**src/rtl/lpnd_pkg.sv**
```systemverilog
// shared types, codes and helpers for the lp-norm vector distance unit
package lpnd_pkg;

  localparam int unsigned SAMPLE_W   = 16;
  localparam int unsigned DIST_W     = 60;
  localparam int unsigned COUNT_W    = 11;
  localparam int unsigned CFG_IDX_W  = 1;
  localparam int unsigned CFG_DATA_W = 4;

  localparam logic [CFG_IDX_W-1:0] REG_MEASURE_MODE    = 1'd0;
  localparam logic [CFG_IDX_W-1:0] REG_MINKOWSKI_POWER = 1'd1;

  localparam logic [3:0] MODE_MANHATTAN = 4'd0;
  localparam logic [3:0] MODE_SQ_EUCLID = 4'd1;
  localparam logic [3:0] MODE_EUCLID    = 4'd2;
  localparam logic [3:0] MODE_MINKOWSKI = 4'd3;
  localparam logic [3:0] MODE_CHEBYSHEV = 4'd4;
  localparam logic [3:0] MODE_AVG_L1_LI = 4'd5;
  localparam logic [3:0] MODE_INTERSECT = 4'd6;
  localparam logic [3:0] MODE_GOWER     = 4'd7;
  localparam logic [3:0] MODE_INNER     = 4'd8;

  localparam logic [1:0] POWER_ONE   = 2'd1;
  localparam logic [1:0] POWER_TWO   = 2'd2;
  localparam logic [1:0] POWER_THREE = 2'd3;

  typedef struct packed {
    logic signed [SAMPLE_W-1:0] x_sample;
    logic signed [SAMPLE_W-1:0] y_sample;
    logic                       last_element;
  } in_item_t;

  typedef struct packed {
    logic signed [DIST_W-1:0] distance;
    logic [COUNT_W-1:0]       element_count;
    logic                     length_overflow;
  } out_item_t;

  typedef enum logic [1:0] {
    ROOT_SQRT = 2'd0,
    ROOT_CBRT = 2'd1,
    ROOT_DIV  = 2'd2
  } root_op_e;

  typedef struct packed {
    logic     start;
    root_op_e op;
  } root_cmd_t;

  // exponent in force: minkowski power in minkowski mode (zero acts as one), else two
  function automatic logic [1:0] eff_power(input logic [3:0] mode, input logic [1:0] pow);
    logic [1:0] p;
    p = POWER_TWO;
    if (mode == MODE_MINKOWSKI) begin
      p = (pow == 2'd0) ? POWER_ONE : pow;
    end
    return p;
  endfunction

endpackage

```
**src/rtl/lpnd_accum.sv**
```systemverilog
// per-pair accumulator: shared multiplier sequenced over product, square and cube
module lpnd_accum #(
  parameter int unsigned SAMPLE_BITS = 16,
  parameter int unsigned MAX_LENGTH  = 1024,
  localparam int unsigned CW = $clog2(MAX_LENGTH + 1),
  localparam int unsigned AW = SAMPLE_BITS + CW,
  localparam int unsigned PW = (3 * SAMPLE_BITS + CW > 64) ? 64 : 3 * SAMPLE_BITS + CW,
  localparam int unsigned XW = (2 * SAMPLE_BITS + CW > 64) ? 64 : 2 * SAMPLE_BITS + CW
) (
  input  logic                    clk_i,
  input  logic                    rst_ni,
  input  logic                    in_valid_i,
  output logic                    in_stall_o,
  input  lpnd_pkg::in_item_t      in_data_i,
  input  logic [3:0]              mode_i,
  input  logic [1:0]              power_i,
  input  logic                    fin_ack_i,
  output logic                    hold_o,
  output logic [AW-1:0]           abs_sum_o,
  output logic [PW-1:0]           pow_sum_o,
  output logic [SAMPLE_BITS-1:0]  max_o,
  output logic signed [XW-1:0]    prod_sum_o,
  output logic [CW-1:0]           count_o,
  output logic                    ovf_o
);
  import lpnd_pkg::*;

  localparam int unsigned SB = SAMPLE_BITS;
  localparam int unsigned MA = 2 * SB + 1;
  localparam int unsigned MB = SB + 1;
  localparam int unsigned MW = MA + MB;

  typedef enum logic [5:0] {
    A_IDLE = 6'b000001,
    A_MXY  = 6'b000010,
    A_MSQ  = 6'b000100,
    A_MCU  = 6'b001000,
    A_ACC  = 6'b010000,
    A_HOLD = 6'b100000
  } acc_state_e;

  acc_state_e state_q, state_d;

  logic signed [SB-1:0] x_in, y_in;
  logic signed [SB:0]   diff;
  logic [SB-1:0]        d_in;
  logic                 accept;
  logic                 full;

  logic signed [SB-1:0] x_q, y_q;
  logic [SB-1:0]        d_q;
  logic [1:0]           p_q;
  logic                 last_q;
  logic signed [MW-1:0] mul_q;
  logic signed [MA-1:0] mul_a;
  logic signed [MB-1:0] mul_b;
  logic [PW-1:0]        pw_add;

  logic [AW-1:0]        abs_sum_q;
  logic [PW-1:0]        pow_sum_q;
  logic [SB-1:0]        max_q;
  logic signed [XW-1:0] prod_sum_q;
  logic [CW-1:0]        count_q;
  logic                 ovf_q;

  assign x_in   = in_data_i.x_sample[SB-1:0];
  assign y_in   = in_data_i.y_sample[SB-1:0];
  assign diff   = (SB + 1)'(x_in) - (SB + 1)'(y_in);
  assign d_in   = diff[SB] ? SB'(-diff) : diff[SB-1:0];
  assign accept = in_valid_i && (state_q == A_IDLE);
  assign full   = (count_q == CW'(MAX_LENGTH));

  assign in_stall_o = (state_q != A_IDLE);
  assign hold_o     = (state_q == A_HOLD);
  assign abs_sum_o  = abs_sum_q;
  assign pow_sum_o  = pow_sum_q;
  assign max_o      = max_q;
  assign prod_sum_o = prod_sum_q;
  assign count_o    = count_q;
  assign ovf_o      = ovf_q;

  // operand select for the shared multiplier
  always_comb begin
    mul_a = '0;
    mul_b = '0;
    case (state_q)
      A_MXY: begin
        mul_a = MA'(x_q);
        mul_b = MB'(y_q);
      end
      A_MSQ: begin
        mul_a = MA'({1'b0, d_q});
        mul_b = MB'({1'b0, d_q});
      end
      A_MCU: begin
        mul_a = MA'({1'b0, mul_q[2*SB-1:0]});
        mul_b = MB'({1'b0, d_q});
      end
      default: begin
        mul_a = '0;
        mul_b = '0;
      end
    endcase
  end

  assign pw_add = (p_q == POWER_ONE) ? PW'(d_q) : PW'($unsigned(mul_q));

  always_comb begin
    state_d = state_q;
    case (state_q)
      A_IDLE: begin
        if (in_valid_i) begin
          if (full) begin
            state_d = in_data_i.last_element ? A_HOLD : A_IDLE;
          end else begin
            state_d = A_MXY;
          end
        end
      end
      A_MXY:   state_d = A_MSQ;
      A_MSQ:   state_d = (p_q == POWER_THREE) ? A_MCU : A_ACC;
      A_MCU:   state_d = A_ACC;
      A_ACC:   state_d = last_q ? A_HOLD : A_IDLE;
      A_HOLD:  state_d = fin_ack_i ? A_IDLE : A_HOLD;
      default: state_d = A_IDLE;
    endcase
  end

  always_ff @(posedge clk_i) begin
    if (accept) begin
      x_q    <= x_in;
      y_q    <= y_in;
      d_q    <= d_in;
      p_q    <= eff_power(mode_i, power_i);
      last_q <= in_data_i.last_element;
    end
    if (state_q == A_MXY || state_q == A_MSQ || state_q == A_MCU) begin
      mul_q <= MW'(mul_a * mul_b);
    end
  end

  always_ff @(posedge clk_i or negedge rst_ni) begin
    if (!rst_ni) begin
      state_q    <= A_IDLE;
      abs_sum_q  <= '0;
      pow_sum_q  <= '0;
      max_q      <= '0;
      prod_sum_q <= '0;
      count_q    <= '0;
      ovf_q      <= 1'b0;
    end else begin
      state_q <= state_d;
      if (accept && full) begin
        ovf_q <= 1'b1;
      end
      if (state_q == A_MSQ) begin
        prod_sum_q <= prod_sum_q + XW'(mul_q);
      end
      if (state_q == A_ACC) begin
        abs_sum_q <= abs_sum_q + AW'(d_q);
        pow_sum_q <= pow_sum_q + pw_add;
        count_q   <= count_q + CW'(1);
        if (d_q > max_q) begin
          max_q <= d_q;
        end
      end
      if (state_q == A_HOLD && fin_ack_i) begin
        abs_sum_q  <= '0;
        pow_sum_q  <= '0;
        max_q      <= '0;
        prod_sum_q <= '0;
        count_q    <= '0;
        ovf_q      <= 1'b0;
      end
    end
  end

endmodule

```
**src/rtl/lpnd_root_unit.sv**
```systemverilog
// shared digit-serial unit: square root, cube root and division, one digit per cycle
module lpnd_root_unit #(
  parameter int unsigned W   = 59,
  parameter int unsigned DVW = 11
) (
  input  logic                clk_i,
  input  logic                rst_ni,
  input  lpnd_pkg::root_cmd_t cmd_i,
  input  logic [W-1:0]        operand_i,
  input  logic [DVW-1:0]      divisor_i,
  output logic                done_o,
  output logic [W-1:0]        result_o
);
  import lpnd_pkg::*;

  localparam int unsigned SW       = W + 2;
  localparam int unsigned EW       = W + 3;
  localparam int unsigned SQ_STEPS = (W + 1) / 2;
  localparam int unsigned CB_STEPS = (W + 2) / 3;
  localparam int unsigned DV_STEPS = W;
  localparam int unsigned SCW      = $clog2(W + 1);
  localparam int unsigned SQ_ALIGN = SW - 2 * SQ_STEPS;
  localparam int unsigned CB_ALIGN = SW - 3 * CB_STEPS;
  localparam int unsigned DV_ALIGN = SW - W;

  logic           busy_q;
  logic           done_q;
  logic [SCW-1:0] step_q;
  root_op_e       op_q;
  logic [DVW-1:0] divisor_q;
  logic [SW-1:0]  src_q, src_d;
  logic [W-1:0]   rem_q, rem_d;
  logic [W-1:0]   root_q, root_d;
  logic [W-1:0]   sq_q, sq_d;

  logic [EW-1:0]  shifted, trial, diff, y2, sq4;
  logic           ge;

  assign done_o   = done_q;
  assign result_o = root_q;

  always_comb begin
    y2      = EW'(root_q) << 1;
    sq4     = EW'(sq_q) << 2;
    shifted = '0;
    trial   = '0;
    case (op_q)
      ROOT_SQRT: begin
        shifted = EW'({rem_q, src_q[SW-1 -: 2]});
        trial   = EW'({root_q, 2'b01});
      end
      ROOT_CBRT: begin
        // 3*(2y)*(2y+1)+1 from y and y*y kept in registers
        shifted = EW'({rem_q, src_q[SW-1 -: 3]});
        trial   = (sq4 << 1) + sq4 + (y2 << 1) + y2 + EW'(1);
      end
      ROOT_DIV: begin
        shifted = EW'({rem_q, src_q[SW-1]});
        trial   = EW'(divisor_q);
      end
      default: begin
        shifted = '0;
        trial   = '0;
      end
    endcase
    ge    = (shifted >= trial);
    diff  = shifted - trial;
    rem_d = ge ? W'(diff) : W'(shifted);
    sq_d  = sq_q;
    case (op_q)
      ROOT_SQRT: begin
        root_d = {root_q[W-2:0], ge};
        src_d  = src_q << 2;
      end
      ROOT_CBRT: begin
        root_d = W'(y2 + EW'(ge));
        sq_d   = ge ? W'(sq4 + (y2 << 1) + EW'(1)) : W'(sq4);
        src_d  = src_q << 3;
      end
      ROOT_DIV: begin
        root_d = {root_q[W-2:0], ge};
        src_d  = src_q << 1;
      end
      default: begin
        root_d = root_q;
        src_d  = src_q;
      end
    endcase
  end

  always_ff @(posedge clk_i or negedge rst_ni) begin
    if (!rst_ni) begin
      busy_q <= 1'b0;
      done_q <= 1'b0;
      step_q <= '0;
    end else begin
      done_q <= 1'b0;
      if (cmd_i.start) begin
        busy_q <= 1'b1;
        case (cmd_i.op)
          ROOT_SQRT: step_q <= SCW'(SQ_STEPS);
          ROOT_CBRT: step_q <= SCW'(CB_STEPS);
          ROOT_DIV:  step_q <= SCW'(DV_STEPS);
          default:   step_q <= SCW'(1);
        endcase
      end else if (busy_q) begin
        step_q <= step_q - SCW'(1);
        if (step_q == SCW'(1)) begin
          busy_q <= 1'b0;
          done_q <= 1'b1;
        end
      end
    end
  end

  always_ff @(posedge clk_i) begin
    if (cmd_i.start) begin
      op_q      <= cmd_i.op;
      divisor_q <= divisor_i;
      rem_q     <= '0;
      root_q    <= '0;
      sq_q      <= '0;
      case (cmd_i.op)
        ROOT_SQRT: src_q <= SW'(operand_i) << SQ_ALIGN;
        ROOT_CBRT: src_q <= SW'(operand_i) << CB_ALIGN;
        ROOT_DIV:  src_q <= SW'(operand_i) << DV_ALIGN;
        default:   src_q <= '0;
      endcase
    end else if (busy_q) begin
      src_q  <= src_d;
      rem_q  <= rem_d;
      root_q <= root_d;
      sq_q   <= sq_d;
    end
  end

  a_start_idle: assert property (@(posedge clk_i) disable iff (!rst_ni)
    cmd_i.start |-> !busy_q)
    else $error("root unit started while busy");

  a_done_after_busy: assert property (@(posedge clk_i) disable iff (!rst_ni)
    done_q |-> (!busy_q && $past(busy_q)))
    else $error("root unit done without a run");

  a_div_rem: assert property (@(posedge clk_i) disable iff (!rst_ni)
    (busy_q && op_q == ROOT_DIV) |-> (W'(divisor_q) > rem_q))
    else $error("division remainder not below divisor");

endmodule

```
**src/rtl/lp_norm_vector_distance_unit.sv**
```systemverilog
// top level: config registers, finish sequencer, root unit and output register
// an accepted pair runs product, square, cube (exponent three only) and accumulate steps;
// a pair past max length is not accumulated and sets overflow; on the last pair the result
// is registered, or first the root unit runs (W+1)/2 steps for square root, (W+2)/3 for cube root, W for gower,
// with W = min(3*SAMPLE_BITS + clog2(MAX_LENGTH+1), 64)
// asynchronous active-low reset clears all sums and control; mode 0, power 2
module lp_norm_vector_distance_unit #(
  parameter int unsigned MAX_LENGTH  = 1024,
  parameter int unsigned SAMPLE_BITS = 16
) (
  input  logic                                clk_i,
  input  logic                                rst_ni,
  input  logic                                in_valid_i,
  output logic                                in_stall_o,
  input  lpnd_pkg::in_item_t                  in_data_i,
  output logic                                out_valid_o,
  input  logic                                out_stall_i,
  output lpnd_pkg::out_item_t                 out_data_o,
  input  logic                                cfg_we_i,
  input  logic [lpnd_pkg::CFG_IDX_W-1:0]      cfg_idx_i,
  input  logic [lpnd_pkg::CFG_DATA_W-1:0]     cfg_wdata_i
);
  import lpnd_pkg::*;

  localparam int unsigned CW = $clog2(MAX_LENGTH + 1);
  localparam int unsigned AW = SAMPLE_BITS + CW;
  localparam int unsigned PW = (3 * SAMPLE_BITS + CW > 64) ? 64 : 3 * SAMPLE_BITS + CW;
  localparam int unsigned XW = (2 * SAMPLE_BITS + CW > 64) ? 64 : 2 * SAMPLE_BITS + CW;

  typedef enum logic [2:0] {
    T_IDLE = 3'b001,
    T_ROOT = 3'b010,
    T_OUT  = 3'b100
  } fin_state_e;

  fin_state_e state_q, state_d;

  logic [3:0] mode_q;
  logic [1:0] pow_q;
  logic [1:0] p_eff;

  logic                    acc_hold;
  logic                    fin_ack;
  logic [AW-1:0]           acc_abs;
  logic [PW-1:0]           acc_pow;
  logic [SAMPLE_BITS-1:0]  acc_max;
  logic signed [XW-1:0]    acc_prod;
  logic [CW-1:0]           acc_count;
  logic                    acc_ovf;

  root_cmd_t      root_cmd;
  logic [PW-1:0]  root_operand;
  logic           root_done;
  logic [PW-1:0]  root_result;

  logic               needs_unit;
  logic [63:0]        direct, abs64, pow64, max64, root64;
  logic signed [63:0] prod64;
  logic [DIST_W-1:0]  res_q, res_d;
  logic               out_free;
  logic               out_valid_q, out_valid_d;
  out_item_t          out_data_q;

  always_ff @(posedge clk_i or negedge rst_ni) begin
    if (!rst_ni) begin
      mode_q <= MODE_MANHATTAN;
      pow_q  <= POWER_TWO;
    end else if (cfg_we_i) begin
      case (cfg_idx_i)
        REG_MEASURE_MODE:    mode_q <= cfg_wdata_i[3:0];
        REG_MINKOWSKI_POWER: pow_q  <= cfg_wdata_i[1:0];
        default: begin
          mode_q <= mode_q;
        end
      endcase
    end
  end

  assign p_eff = eff_power(mode_q, pow_q);

  lpnd_accum #(
    .SAMPLE_BITS(SAMPLE_BITS),
    .MAX_LENGTH (MAX_LENGTH)
  ) u_accum (
    .clk_i      (clk_i),
    .rst_ni     (rst_ni),
    .in_valid_i (in_valid_i),
    .in_stall_o (in_stall_o),
    .in_data_i  (in_data_i),
    .mode_i     (mode_q),
    .power_i    (pow_q),
    .fin_ack_i  (fin_ack),
    .hold_o     (acc_hold),
    .abs_sum_o  (acc_abs),
    .pow_sum_o  (acc_pow),
    .max_o      (acc_max),
    .prod_sum_o (acc_prod),
    .count_o    (acc_count),
    .ovf_o      (acc_ovf)
  );

  assign needs_unit = (mode_q == MODE_EUCLID) || (mode_q == MODE_GOWER) ||
                      ((mode_q == MODE_MINKOWSKI) && (p_eff != POWER_ONE));

  always_comb begin
    root_cmd.start = (state_q == T_IDLE) && acc_hold && needs_unit;
    if (mode_q == MODE_GOWER) begin
      root_cmd.op = ROOT_DIV;
    end else if ((mode_q == MODE_MINKOWSKI) && (p_eff == POWER_THREE)) begin
      root_cmd.op = ROOT_CBRT;
    end else begin
      root_cmd.op = ROOT_SQRT;
    end
  end

  assign root_operand = (mode_q == MODE_GOWER) ? PW'(acc_abs) : acc_pow;

  lpnd_root_unit #(
    .W  (PW),
    .DVW(CW)
  ) u_root (
    .clk_i     (clk_i),
    .rst_ni    (rst_ni),
    .cmd_i     (root_cmd),
    .operand_i (root_operand),
    .divisor_i (acc_count),
    .done_o    (root_done),
    .result_o  (root_result)
  );

  // measures that need no root or division
  always_comb begin
    abs64  = 64'(acc_abs);
    pow64  = 64'(acc_pow);
    max64  = 64'(acc_max);
    prod64 = 64'(acc_prod);
    root64 = 64'(root_result);
    case (mode_q)
      MODE_MANHATTAN: direct = abs64;
      MODE_SQ_EUCLID: direct = pow64;
      MODE_MINKOWSKI: direct = pow64;
      MODE_CHEBYSHEV: direct = max64;
      MODE_AVG_L1_LI: direct = (abs64 + max64) >> 1;
      MODE_INTERSECT: direct = abs64 >> 1;
      MODE_INNER:     direct = prod64;
      default:        direct = '0;
    endcase
  end

  assign out_free = !out_valid_q || !out_stall_i;
  assign fin_ack  = (state_q == T_OUT) && out_free;

  always_comb begin
    state_d = state_q;
    res_d   = res_q;
    case (state_q)
      T_IDLE: begin
        if (acc_hold) begin
          if (needs_unit) begin
            state_d = T_ROOT;
          end else begin
            res_d   = direct[DIST_W-1:0];
            state_d = T_OUT;
          end
        end
      end
      T_ROOT: begin
        if (root_done) begin
          res_d   = root64[DIST_W-1:0];
          state_d = T_OUT;
        end
      end
      T_OUT: begin
        if (out_free) begin
          state_d = T_IDLE;
        end
      end
      default: state_d = T_IDLE;
    endcase
  end

  always_comb begin
    out_valid_d = out_valid_q;
    if (fin_ack) begin
      out_valid_d = 1'b1;
    end else if (out_valid_q && !out_stall_i) begin
      out_valid_d = 1'b0;
    end
  end

  always_ff @(posedge clk_i or negedge rst_ni) begin
    if (!rst_ni) begin
      state_q     <= T_IDLE;
      out_valid_q <= 1'b0;
    end else begin
      state_q     <= state_d;
      out_valid_q <= out_valid_d;
    end
  end

  always_ff @(posedge clk_i) begin
    res_q <= res_d;
    if (fin_ack) begin
      out_data_q.distance        <= res_q;
      out_data_q.element_count   <= COUNT_W'(acc_count);
      out_data_q.length_overflow <= acc_ovf;
    end
  end

  assign out_valid_o = out_valid_q;
  assign out_data_o  = out_data_q;

  a_root_done_state: assert property (@(posedge clk_i) disable iff (!rst_ni)
    root_done |-> (state_q == T_ROOT))
    else $error("root result arrived outside the root wait");

  a_ack_held: assert property (@(posedge clk_i) disable iff (!rst_ni)
    fin_ack |-> acc_hold)
    else $error("accumulators released without a finished vector");

  a_out_from_finish: assert property (@(posedge clk_i) disable iff (!rst_ni)
    $rose(out_valid_q) |-> $past(state_q == T_OUT))
    else $error("result beat without a finish step");

endmodule

```
**config.mk**
```make
export PLATFORM = sky130hd
export DESIGN_NAME = lp_norm_vector_distance_unit
export DESIGN_NICKNAME = d
export VERILOG_FILES = /design/src/rtl/lpnd_pkg.sv /design/src/rtl/lpnd_accum.sv /design/src/rtl/lpnd_root_unit.sv /design/src/rtl/lp_norm_vector_distance_unit.sv
export SDC_FILE = /design/constraint.sdc
export NUM_CORES = 2
export LEC_CHECK = 0
export ABC_AREA = 1
export BUFFER_PORTS_ARGS = -buffer_cell sky130_fd_sc_hd__buf_2
export CAP_MARGIN = 20
export CORE_MARGIN = 8
export CORE_UTILIZATION = 40
export CTS_CLUSTER_DIAMETER = 100
export DETAILED_ROUTE_END_ITERATION = 10
export HOLD_SLACK_MARGIN = 0.12
export PLACE_DENSITY = 0.54
export SYNTH_ARGS = -nofsm -noshare
export SYNTH_HDL_FRONTEND = slang
export SYNTH_SLANG_ARGS = --single-unit
```
**constraint.sdc**
```tcl
create_clock -name clk_i -period 9.1 [get_ports clk_i]
set_input_delay 2.73 -clock clk_i [delete_from_list [all_inputs] [get_ports clk_i]]
set_output_delay 2.73 -clock clk_i [all_outputs]
set_load 0.03 [all_outputs]
```
==> flow_summary.json <==
{
  "outcome": "completed",
  "drc_errors": 0,
  "worstSetupPathType": "flip-flop to flip-flop",
  "port_buffers": 116,
  "dieArea_um2": 209000,
  "synthAdderAreaFrac_pct": 24.3,
  "stdcell_area_um2": 84400,
  "track_usage_pct": 30.0,
  "yosysSeqAreaShare_pct": 22.2,
  "cts_resized": 0,
  "tightest_slew_ns": 1.26,
  "vias": 75200,
  "post-cts-setup-buffer-count": 0,
  "grt_pass1_wl_mm": 479,
  "multi_input_area_um2": 50700,
  "setup_viol": 0,
  "gr-total-overflow": 0,
  "cts_root_buffer": "clkbuf_16",
  "intPower_mw": 8.75,
  "clockBufferDepth": 3,
  "start_util_pct": 40.1,
  "final_hold_viol_count": 0,
  "p_sw_mw": 9.41,
  "synth_top_family_by_area": "simple AND/OR/NAND/NOR gates",
  "post-dp-hpwl_mm": 268,
  "numCtsBuffers": 84,
  "ys_types": 63,
  "cts_tree": "yes",
  "seq_power_share_pct": 25.3,
  "layout_common_cells": "nand2_1, inv_1, nor2_1",
  "wirelength_mm": 324,
  "cts_num_sinks": 663,
  "ant_nets": 0,
  "drtIter0Drc": 6449,
  "fmax_mhz": 122,
  "combPwrFrac_pct": 54.4,
  "critPathRequiredTime_ns": 9.61,
  "dpl_cell_area_um2": 81300,
  "die_h_um": 457,
  "yosys.area_share.simple_pct": 25.0,
  "drv_slew": 0,
  "wl_per_cell_um": 23.3,
  "peakVddDrop_v": 0.000276,
  "p_leak_nw": 44.7,
  "first_global_vias": 74400,
  "synth_compound_area_share_pct": 14.0,
  "ios": 117,
  "power_frac_clock_pct": 20.3,
  "grt_max_degree": 109,
  "fin_setup_tns_ns": 0,
  "synthXorXnorAreaFrac_pct": 1.76,
  "gp_congestion": 1.01,
  "final_nets": 12500,
  "drt-vias-per-instance": 5.40,
  "timing.final.crit_period_ns": 8.19,
  "hold_buffers": 0,
  "die_w_um": 457,
  "clk_latency_ns": 0.76,
  "max-cap-violations": 0,
  "min_path_type": "flip-flop to flip-flop",
  "synthMuxAreaShare_pct": 0.0145,
  "critPathCaptureType": "flip-flop",
  "fill_cells": 20600,
  "fin_skew_ns": 0.0542,
  "clk_pin_slew_ns": 0.06,
  "cts-htree-levels": 3,
  "crit_fanout": 15,
  "area_delta_synth_final_pct": 8.48,
  "dr.pass1.iters": 7,
  "cp.arrival_ns": 8.71,
  "synthCells": 11300,
  "finalCritPeriodShare_pct": 90.0,
  "syn_area_per_cell_um2": 6.89,
  "yosysWarnings": 0,
  "antenna_found_initial": 10,
  "synth_area_um2": 77800,
  "rsz0062_at_grt": "no",
  "switching_share_pct": 51.8,
  "ys.flop_type": "edfxtp_1",
  "syn_nets": 12400,
  "drive_gt1_share_pct": 4.44,
  "core_area_um2": 194000,
  "startpoint_type": "flip-flop",
  "fin_hold_ws_ns": 0.407,
  "final_common_cell": "nand2_1",
  "num_rows": 162,
  "layout.area.seq_um2": 17200,
  "synth_edf_count": 306,
  "p_per_area_nw_per_um2": 215,
  "async_flop_share_pct": 27.3,
  "synth_seq_cells": 663,
  "relSlewSlack_pct": 15.1
}
[registers in the layout (all words and copies together), names as in the netlist, 50 cells and up]
name	flops
u_accum.pow_sum_o	59
u_accum.mul_q	50
u_root.src_q	60
out_data_o	72
u_root.sq_q	58
u_root.result_o	59
res_q	60
u_root.rem_q	59
[Yosys cell counts (all sizes together), types with 35 or more instances]
library cell  count  share of area (%)
nor2            930                4.5
a21oi           705                4.5
dfrtp           178                5.7
a31oi            37               0.30
xor2             98                1.1
nand2          3115                 15
xnor2            58               0.65
edfxtp          306                 12
o211ai           35               0.40
o21ai           741                4.9
inv            2267                 11
ha              460                7.4
fa              657                 17
a21o             50               0.48
nand4           100               0.80
dfxtp           176                4.5
nor3             90               0.61
o221ai           36               0.41
nand3           500                3.2
o21bai           66               0.64
clkbuf          172               0.83
o31ai            35               0.34
buf             145               0.95
o22ai           169                1.4
[per-layer routing]
metal / GRT usage, % / vias up / share of wire, %
li1: - / 35600 / -
met1: 38.3 / 36400 / 41
met2: 50.4 / 2551 / 47
met3: 3.38 / 598 / 5.5
met4: 15.4 / 8 / 6.3
met5: 0 / - / 0.017
[critical path, stage by stage, from the launching register on]
cell,delay [ns]
dfrtp_1,0.43
nor2_2,0.17
nand4_1,0.14
nand2_1,0.37
a22oi_1,0.27
inv_1,0.82
buf_4,0.25
nand2_1,0.07
fa_1,0.56
fa_1,0.51
fa_1,0.51
inv_1,0.05
fa_1,0.50
fa_1,0.49
inv_1,0.05
fa_1,0.48
inv_1,0.04
ha_1,0.37
nand2_1,0.11
o21ai_0,0.43
inv_1,0.15
o21ai_0,0.39
inv_1,0.11
nand3_1,0.21
a21oi_1,0.15
xnor2_1,0.34
[path summary, 6_finish.rpt]
kind | from | end | slack [ns] | depth (start not counted)
max reg2reg | u_accum.state_q[4]$_DFFE_PN0P_ | u_accum.mul_q[33]$_DFFE_PP_ | 0.91 | 25
min | res_q[23]$_DFFE_PP_ | out_data_o[35]$_DFFE_PP_ | 0.41 | 0
max | u_accum.state_q[4]$_DFFE_PN0P_ | u_accum.mul_q[33]$_DFFE_PP_ | 0.91 | 25
max in group asynchronous | rst_ni | u_root.step_q[4]$_DFFE_PN0P_ | 5.92 | 2
min in group asynchronous | rst_ni | u_accum.abs_sum_o[24]$_DFFE_PN0P_ | 2.04 | 1
min reg2reg | res_q[23]$_DFFE_PP_ | out_data_o[35]$_DFFE_PP_ | 0.41 | 0
[per-stage QoR]
step	utilization (%)	setup slack, ns	instances	power, mW
after CTS	43.4	0.985	13900	18.1
after floorplan	-	1.80	11300	10.7
after detailed placement	41.9	0.990	13800	14.4
final	43.5	0.906	13900	18.2
after global routing	43.4	0.475	13900	19.3
after global placement	41.9	0.993	13800	14.3
[kinds of logic (layout without fill, tap and decap cells)]
kind of cell | Yosys count | count (layout)
compound gates | 1943 | 1943
flops | 663 | 663
xor+xnor | 156 | 156
buf+inv | 2588 | 2676
mux | 1 | 1
other cells | 0 | 5
fa+ha+maj | 1117 | 1117
simple gates | 4820 | 4820
[cell type report]
class	instances	share of cell area [%]
antenna	5	0.0148
clock buffer	110	2.71
clock inverter	48	0.835
inverter	2271	10.1
multi-input combinational	8037	60.1
sequential	663	20.4
tap	2542	3.77
timing repair buffer	247	1.99
[power by group through the flow]
| stage | combinational (mW) | clock [mW] | sequential [mW] |
|---|---|---|---|
| after CTS | 9.76 | 3.75 | 4.61 |
| final | 9.87 | 3.68 | 4.60 |
| after floorplan | 6.27 | 0 | 4.38 |
| after global routing | 10.8 | 3.85 | 4.65 |
| after detailed placement | 9.69 | 0 | 4.66 |
| after global placement | 9.67 | 0 | 4.66 |
(Power assumes the default switching activity.)
